### src/hw/rtl/assert_macros.svh
// Assertion macros for the RTL file that carries concurrent checks.
`ifndef ASSERT_MACROS_SVH
`define ASSERT_MACROS_SVH

// The property must hold at every rising edge of clk_i outside reset.
`define ASSERT_ALWAYS(label, prop, msg) \
  label: assert property (@(posedge clk_i) disable iff (!rst_ni) (prop)) else $error(msg);

// The antecedent at an edge implies the consequent at the same edge.
`define ASSERT_IMPLIES(label, ante, cons, msg) \
  label: assert property (@(posedge clk_i) disable iff (!rst_ni) (ante) |-> (cons)) \
    else $error(msg);

`endif

### src/hw/rtl/hcpa_pkg.sv
// Shared types and constants of the high-current port allocator.
package hcpa_pkg;

  localparam int unsigned DEF_NUM_PORTS = 8;
  localparam int unsigned PORT_W        = 3;
  localparam int unsigned CLAIM_W       = 8;
  localparam int unsigned LIMIT_W       = 4;
  localparam int unsigned PDO_W         = 32;

  // Fixed supply object fields.
  localparam logic [1:0]  FIXED_SUPPLY_TYPE = 2'b00;
  localparam int unsigned FIXED_5V_MV       = 5000;
  localparam int unsigned HALF_CURRENT_MA   = 1500;
  localparam int unsigned PDO_MV_UNIT       = 50;
  localparam int unsigned PDO_MA_UNIT       = 10;
  localparam logic [9:0]  PDO_VOLT_CODE     = 10'(FIXED_5V_MV / PDO_MV_UNIT);
  localparam logic [9:0]  PDO_CURR_CODE     = 10'(HALF_CURRENT_MA / PDO_MA_UNIT);

  typedef enum logic {
    CMD_EVALUATE = 1'b0,
    CMD_REMOVE   = 1'b1
  } cmd_e;

  typedef struct packed {
    logic               offered_3a;
    logic               grant_valid;
    logic [PORT_W-1:0]  grant_port;
    logic               overcount_error;
    logic [CLAIM_W-1:0] claimed_ports;
  } result_t;

endpackage

### src/hw/rtl/high_current_port_allocator.sv
// Top level of the high-current port allocator: handshakes, state and result register.
`include "assert_macros.svh"

// Items enter an input register, are evaluated against the request and slot masks by one
// pass of combinational logic (mask update plus an eight-way lowest-port encoder), and the
// result is held in an output register. The block takes one item per clock cycle as long
// as results are taken; an item's result is registered once the output register is free.
// The slot limit is written through the configuration channel, which is always ready,
// and must only change while no item is in flight. There is no clearing pass after reset.
module high_current_port_allocator #(
  parameter int unsigned NUM_PORTS = hcpa_pkg::DEF_NUM_PORTS
) (
  input  logic                         clk_i,
  input  logic                         rst_ni,
  input  logic                         cfg_valid_i,
  output logic                         cfg_ready_o,
  input  logic [hcpa_pkg::LIMIT_W-1:0] cfg_slot_limit_i,
  input  logic                         in_valid_i,
  output logic                         in_ready_o,
  input  logic                         command_i,
  input  logic [hcpa_pkg::PORT_W-1:0]  port_i,
  input  logic [hcpa_pkg::PDO_W-1:0]   sink_pdo_i,
  output logic                         out_valid_o,
  input  logic                         out_ready_i,
  output logic                         port_offered_3a_o,
  output logic                         grant_valid_o,
  output logic [hcpa_pkg::PORT_W-1:0]  grant_port_o,
  output logic                         overcount_error_o,
  output logic [hcpa_pkg::CLAIM_W-1:0] claimed_ports_o
);

  localparam int unsigned MaskW = (NUM_PORTS < hcpa_pkg::CLAIM_W) ?
                                  NUM_PORTS : hcpa_pkg::CLAIM_W;

  logic [hcpa_pkg::LIMIT_W-1:0] slot_limit_q;
  logic [MaskW-1:0]             req_q, req_d;
  logic [MaskW-1:0]             hold_q, hold_d;
  logic [hcpa_pkg::LIMIT_W-1:0] count_q, count_d;

  logic                         s1_valid_q;
  logic                         s1_command_q;
  logic [hcpa_pkg::PORT_W-1:0]  s1_port_q;
  logic [hcpa_pkg::PDO_W-1:0]   s1_pdo_q;

  logic                         out_valid_q;
  hcpa_pkg::result_t            result_q, result_d;

  logic                         out_adv;
  logic                         s1_fire;

  assign out_adv     = !out_valid_q || out_ready_i;
  assign in_ready_o  = !s1_valid_q || out_adv;
  assign s1_fire     = s1_valid_q && out_adv;
  assign cfg_ready_o = 1'b1;

  hcpa_step #(
    .NUM_PORTS (NUM_PORTS)
  ) u_step (
    .command_i    (s1_command_q),
    .port_i       (s1_port_q),
    .sink_pdo_i   (s1_pdo_q),
    .slot_limit_i (slot_limit_q),
    .req_i        (req_q),
    .hold_i       (hold_q),
    .count_i      (count_q),
    .req_o        (req_d),
    .hold_o       (hold_d),
    .count_o      (count_d),
    .result_o     (result_d)
  );

  always_ff @(posedge clk_i or negedge rst_ni) begin
    if (!rst_ni) begin
      slot_limit_q <= '0;
      req_q        <= '0;
      hold_q       <= '0;
      count_q      <= '0;
      s1_valid_q   <= 1'b0;
      out_valid_q  <= 1'b0;
    end else begin
      if (cfg_valid_i) begin
        slot_limit_q <= cfg_slot_limit_i;
      end
      if (in_ready_o) begin
        s1_valid_q <= in_valid_i;
      end
      if (out_adv) begin
        out_valid_q <= s1_valid_q;
      end
      if (s1_fire) begin
        req_q   <= req_d;
        hold_q  <= hold_d;
        count_q <= count_d;
      end
    end
  end

  always_ff @(posedge clk_i) begin
    if (in_ready_o && in_valid_i) begin
      s1_command_q <= command_i;
      s1_port_q    <= port_i;
      s1_pdo_q     <= sink_pdo_i;
    end
    if (s1_fire) begin
      result_q <= result_d;
    end
  end

  assign out_valid_o       = out_valid_q;
  assign port_offered_3a_o = result_q.offered_3a;
  assign grant_valid_o     = result_q.grant_valid;
  assign grant_port_o      = result_q.grant_port;
  assign overcount_error_o = result_q.overcount_error;
  assign claimed_ports_o   = result_q.claimed_ports;

  `ASSERT_ALWAYS(a_count_matches_mask, count_q == $countones(hold_q), "slot count out of step with holding mask")
  `ASSERT_ALWAYS(a_hold_implies_req, (hold_q & ~req_q) == '0, "a port holds a slot without requesting")
  `ASSERT_IMPLIES(a_grant_is_held, out_valid_o && grant_valid_o, claimed_ports_o[grant_port_o], "granted port does not hold a slot")
  `ASSERT_IMPLIES(a_error_no_grant, out_valid_o && overcount_error_o, !grant_valid_o, "grant reported together with over-count error")

endmodule

### src/hw/rtl/hcpa_lowest.sv
// Lowest-set-bit priority encoder over the waiting ports.
module hcpa_lowest #(
  parameter int unsigned W = hcpa_pkg::DEF_NUM_PORTS
) (
  input  logic [W-1:0]                mask_i,
  output logic                        found_o,
  output logic [hcpa_pkg::PORT_W-1:0] index_o
);

  always_comb begin
    index_o = '0;
    for (int i = W - 1; i >= 0; i--) begin
      if (mask_i[i]) begin
        index_o = hcpa_pkg::PORT_W'(i);
      end
    end
  end

  assign found_o = |mask_i;

endmodule

### src/hw/rtl/hcpa_step.sv
// Single-pass update of the request and slot state for one item.
module hcpa_step #(
  parameter int unsigned NUM_PORTS = hcpa_pkg::DEF_NUM_PORTS,
  localparam int unsigned MaskW    = (NUM_PORTS < hcpa_pkg::CLAIM_W) ?
                                     NUM_PORTS : hcpa_pkg::CLAIM_W
) (
  input  logic                         command_i,
  input  logic [hcpa_pkg::PORT_W-1:0]  port_i,
  input  logic [hcpa_pkg::PDO_W-1:0]   sink_pdo_i,
  input  logic [hcpa_pkg::LIMIT_W-1:0] slot_limit_i,
  input  logic [MaskW-1:0]             req_i,
  input  logic [MaskW-1:0]             hold_i,
  input  logic [hcpa_pkg::LIMIT_W-1:0] count_i,
  output logic [MaskW-1:0]             req_o,
  output logic [MaskW-1:0]             hold_o,
  output logic [hcpa_pkg::LIMIT_W-1:0] count_o,
  output hcpa_pkg::result_t            result_o
);

  logic [MaskW-1:0]            sel;
  logic [MaskW-1:0]            waiting;
  logic [MaskW-1:0]            win_sel;
  logic                        win_found;
  logic [hcpa_pkg::PORT_W-1:0] win_idx;
  logic                        in_range;
  logic                        needs;
  logic                        have;

  always_comb begin
    for (int i = 0; i < MaskW; i++) begin
      sel[i] = (port_i == hcpa_pkg::PORT_W'(i));
    end
  end

  always_comb begin
    for (int i = 0; i < MaskW; i++) begin
      win_sel[i] = (win_idx == hcpa_pkg::PORT_W'(i));
    end
  end

  assign in_range = |sel;
  assign needs    = (sink_pdo_i[31:30] == hcpa_pkg::FIXED_SUPPLY_TYPE) &&
                    (sink_pdo_i[19:10] == hcpa_pkg::PDO_VOLT_CODE) &&
                    (sink_pdo_i[9:0] > hcpa_pkg::PDO_CURR_CODE);
  assign have     = |(req_i & hold_i & sel);
  // The departing port's own request is already dropped here.
  assign waiting  = req_i & ~sel & ~hold_i;

  hcpa_lowest #(
    .W (MaskW)
  ) u_lowest (
    .mask_i  (waiting),
    .found_o (win_found),
    .index_o (win_idx)
  );

  always_comb begin
    req_o    = req_i;
    hold_o   = hold_i;
    count_o  = count_i;
    result_o = '0;
    if ((slot_limit_i != '0) && in_range) begin
      if (command_i == hcpa_pkg::CMD_EVALUATE) begin
        if (needs && !have) begin
          req_o = req_i | sel;
          if (count_i < slot_limit_i) begin
            count_o              = count_i + 1'b1;
            hold_o               = hold_i | sel;
            result_o.grant_valid = 1'b1;
            result_o.grant_port  = port_i;
          end
        end
      end else if (|(req_i & sel)) begin
        req_o = req_i & ~sel;
        if (|(hold_i & sel)) begin
          if (count_i > slot_limit_i) begin
            result_o.overcount_error = 1'b1;
            count_o = (count_i != '0) ? count_i - 1'b1 : count_i;
          end else if (win_found) begin
            // The freed slot moves to the waiting port; the count stays.
            hold_o               = hold_i | win_sel;
            result_o.grant_valid = 1'b1;
            result_o.grant_port  = win_idx;
          end else begin
            count_o = (count_i != '0) ? count_i - 1'b1 : count_i;
          end
          hold_o = hold_o & ~sel;
        end
      end
    end
    result_o.offered_3a                = |(hold_o & sel);
    result_o.claimed_ports[MaskW-1:0] = hold_o;
  end

endmodule

### config.mk
export PLATFORM = sky130hd
export DESIGN_NAME = high_current_port_allocator
export DESIGN_NICKNAME = d
export VERILOG_FILES = /design/src/hw/rtl/hcpa_pkg.sv /design/src/hw/rtl/high_current_port_allocator.sv /design/src/hw/rtl/hcpa_lowest.sv /design/src/hw/rtl/hcpa_step.sv
export VERILOG_INCLUDE_DIRS = /design/src /design/src/hw/rtl
export SDC_FILE = /design/constraint.sdc
export NUM_CORES = 1
export LEC_CHECK = 0
export ABC_AREA = 1
export BUFFER_PORTS_ARGS = -buffer_cell sky130_fd_sc_hd__buf_2
export CORE_MARGIN = 2
export CORE_UTILIZATION = 61
export DETAILED_ROUTE_END_ITERATION = 10
export PLACE_DENSITY = 0.93
export SLEW_MARGIN = 20
export SYNTH_ARGS = -nofsm -noshare
export SYNTH_HDL_FRONTEND = slang
export SYNTH_SLANG_ARGS = --single-unit
export TNS_END_PERCENT = 100
### constraint.sdc
create_clock -name clk_i -period 4.9 [get_ports clk_i]
set_input_delay 0.245 -clock clk_i [delete_from_list [all_inputs] [get_ports clk_i]]
set_output_delay 0.245 -clock clk_i [all_outputs]
set_load 0.02 [all_outputs]
==> flow_summary.yaml <==
status:
  status: "complete, no violations"
setup_path:
  cp-start-kind: "flop"
  cpMostUsedCell: "nand2_1"
  r2r_slack_ns: 2.39
  cp.arrival_ns: 2.60
  end_kind: "flop"
  worst-path-buf-inv: 2
  cp_max_fo: 10
  cp_top_family: "simple AND/OR/NAND/NOR gates"
  crit_chain: "nand3_2 -> inv_1 -> nand2_1 -> nand2_1 -> nor2_1 -> nand2_2 -> nand2_4 -> o21ai_0 -> inv_1 -> nand2_2 -> nand2_2 -> nand2_1 -> nand2_1 -> nor2_1 -> nand2_1"
  critical_path.max_stage_delay_ns: 0.74
  critPathSlowestCell: "edfxtp_1"
  critPathKind: "flop to flop"
  crit_required_ns: 4.99
clocking:
  clk_path_buf_depth: 2
  cts_sinks: 66
  hold_buffers: 1
  cts_tree: "yes"
  htreeDepth: 3
  cts_buffers: 9
  postCtsResizedCells: 0
  clk_latency_ns: 0.35
  clk_pin_slew_worst_paths_ns: 0.07
  cts_setup_buffers: 0
  cts_root_buf: "clkbuf_8"
sta:
  clock.fmax_mhz: 399
  setup_viol: 0
  hold_ws_ns: 0.0756
  finalCriticalPeriod_ns: 2.51
  period_share_pct: 51.2
  relSlewSlack_pct: 41.6
  fin_tns_setup_ns: 0
  rsz0062_at_grt: "false"
  finalWorstSetupSlack_ns: 2.39
  finClkSkew_ns: 0.00915
  maxSlewViolCount: 0
  worst_slew_pin_slew_ns: 0.875
  hold_viol: 0
floorplan:
  initial_core_util_pct: 62.3
  row_count: 28
  die_height_um: 81.3
  ios: 62
  core_um2: 5850
  die_width_um: 81.3
  dieArea_um2: 6600
synthesis:
  synthArstFlopShare_pct: 39.4
  syn_avg_cell_area_um2: 8.82
  synth_fp_nets: 465
  synth_area_um2: 3640
  synth_edf_count: 40
  synth_seq_cells: 66
  ys_types: 41
  syn_inst: 413
  yosysWarnings: 0
  synth-main-ff-cell: "edfxtp_1"
  ys_seq_area_share_pct: 50.8
route:
  route.detailed.drc: 0
  routed_via_density: 5.47
  ant_nets: 0
  num_vias: 2997
  wl_per_cell_um: 13.9
  dr.pass1.iters: 5
  first_iter_violations: 391
  drt-total-wl_um: 7640
cells_and_area:
  area_delta_synth_final_pct: 13.9
  layout_common_cells: "nand2_1, inv_1, buf_2, nor2_1, edfxtp_1"
  layout_commonest_cell: "nand2_1"
  design_area_um2: 4150
  ff_latch_area_um2: 1850
  multi_input_area_um2: 1490
  antennaDiodeCount: 0
  finalNetCount: 520
  n_fill_cell: 417
  layout-drive-gt1-share_pct: 25.2
global_routing:
  grt_util_all_layers_pct: 25.8
  grt-ovfl-total: 0
  grt_pass1_wl_um: 12700
  antenna_found_initial: 0
  grt_max_degree: 27
  grt_pass1_vias: 2910
placed_design:
  place_ws_ns: 2.48
  place_hpwl_um: 5650
  place_area_um2: 3930
  numPortBuffers: 50
  gp_congestion: 0.988
power_and_ir_drop:
  irDropWorstVdd_v: 0.000238
  report.power.total_uw: 2010
  power_leakage_uw: 0.00200
  p_per_area_nw_per_um2: 483
run:
  max_cap_viol_count: 0
worst_hold_path:
  worstHoldPathType: "primary input to flop"
final timing paths:
| path | startpoint | to | cells past startpoint |
|---|---|---|---|
| worst max register to register | s1_port_q[0] | port_offered_3a_o | 15 |
| min in group asynchronous | rst_ni | slot_limit_q[0] | 2 |
| worst max-delay path | s1_port_q[0] | port_offered_3a_o | 15 |
| worst min register to register | count_q[3] | count_q[3] | 1 |
| max in group asynchronous | rst_ni | asynchronous set/reset pin | 2 |
| worst min-delay path | sink_pdo_i[11] | s1_pdo_q[11] | 1 |
cell type report:
cell class	instances	share of cell area, %
multi-input cells	277	35.8
flip-flops and latches	66	44.6
clock buffers	9	2.98
repair buffers	52	6.45
inverters	62	5.85
well taps	75	2.26
clock inverters	7	2.02
per-stage QoR:
step                cells  util, %
floorplan             413        -
global placement      531     67.2
detailed placement    531     67.2
CTS                   548     70.9
global route          548     70.9
finish                548     70.9
power by group:
part	switching, uW	internal [uW]
Combinational	466	232
Sequential	104	728
Clock	194	280
Total	765	1240
kinds of logic after synthesis:
logic type	synth area share, %
AOI/OAI and AO/OA	6.84
adders and majority gates	2.61
DFF	50.8
muxes	0.309
other	0.103
and+or+nand+nor	30.0
xor gates and xnor gates	0.962
buffers and inverters	8.35
Yosys cell counts (2+ instances only):
cell type	count	area [um2]
edfxtp_1	40	1200
o21ai_0	26	130
a21oi_1	4	20.0
o21ai_2	2	17.5
ha_1	6	75.1
nor2_2	3	18.8
nand2_2	14	87.6
nand3_1	28	140
buf_6	3	33.8
inv_4	2	12.5
nand2_1	98	368
nor2_1	42	158
o22ai_1	4	25.0
nand2_4	3	33.8
xor2_1	4	35.0
clkbuf_1	2	7.51
buf_4	2	15.0
nor3_1	3	15.0
dfrtp_1	26	651
nand4_1	7	43.8
inv_1	50	188
nand3_2	14	140
o21ai_1	3	15.0
o31ai_1	2	15.0
nor2_4	2	22.5
inv_2	8	30.0
layer usage:
metal	wire [um]	vias to the layer above	track usage, %
li1	-	1459	-
met1	3060	1370	31.1
met2	3720	142	42.0
met3	620	26	5.78
met4	233	0	15.6
met5	0	-	0
No activity file was read; power rests on OpenSTA's default activity.
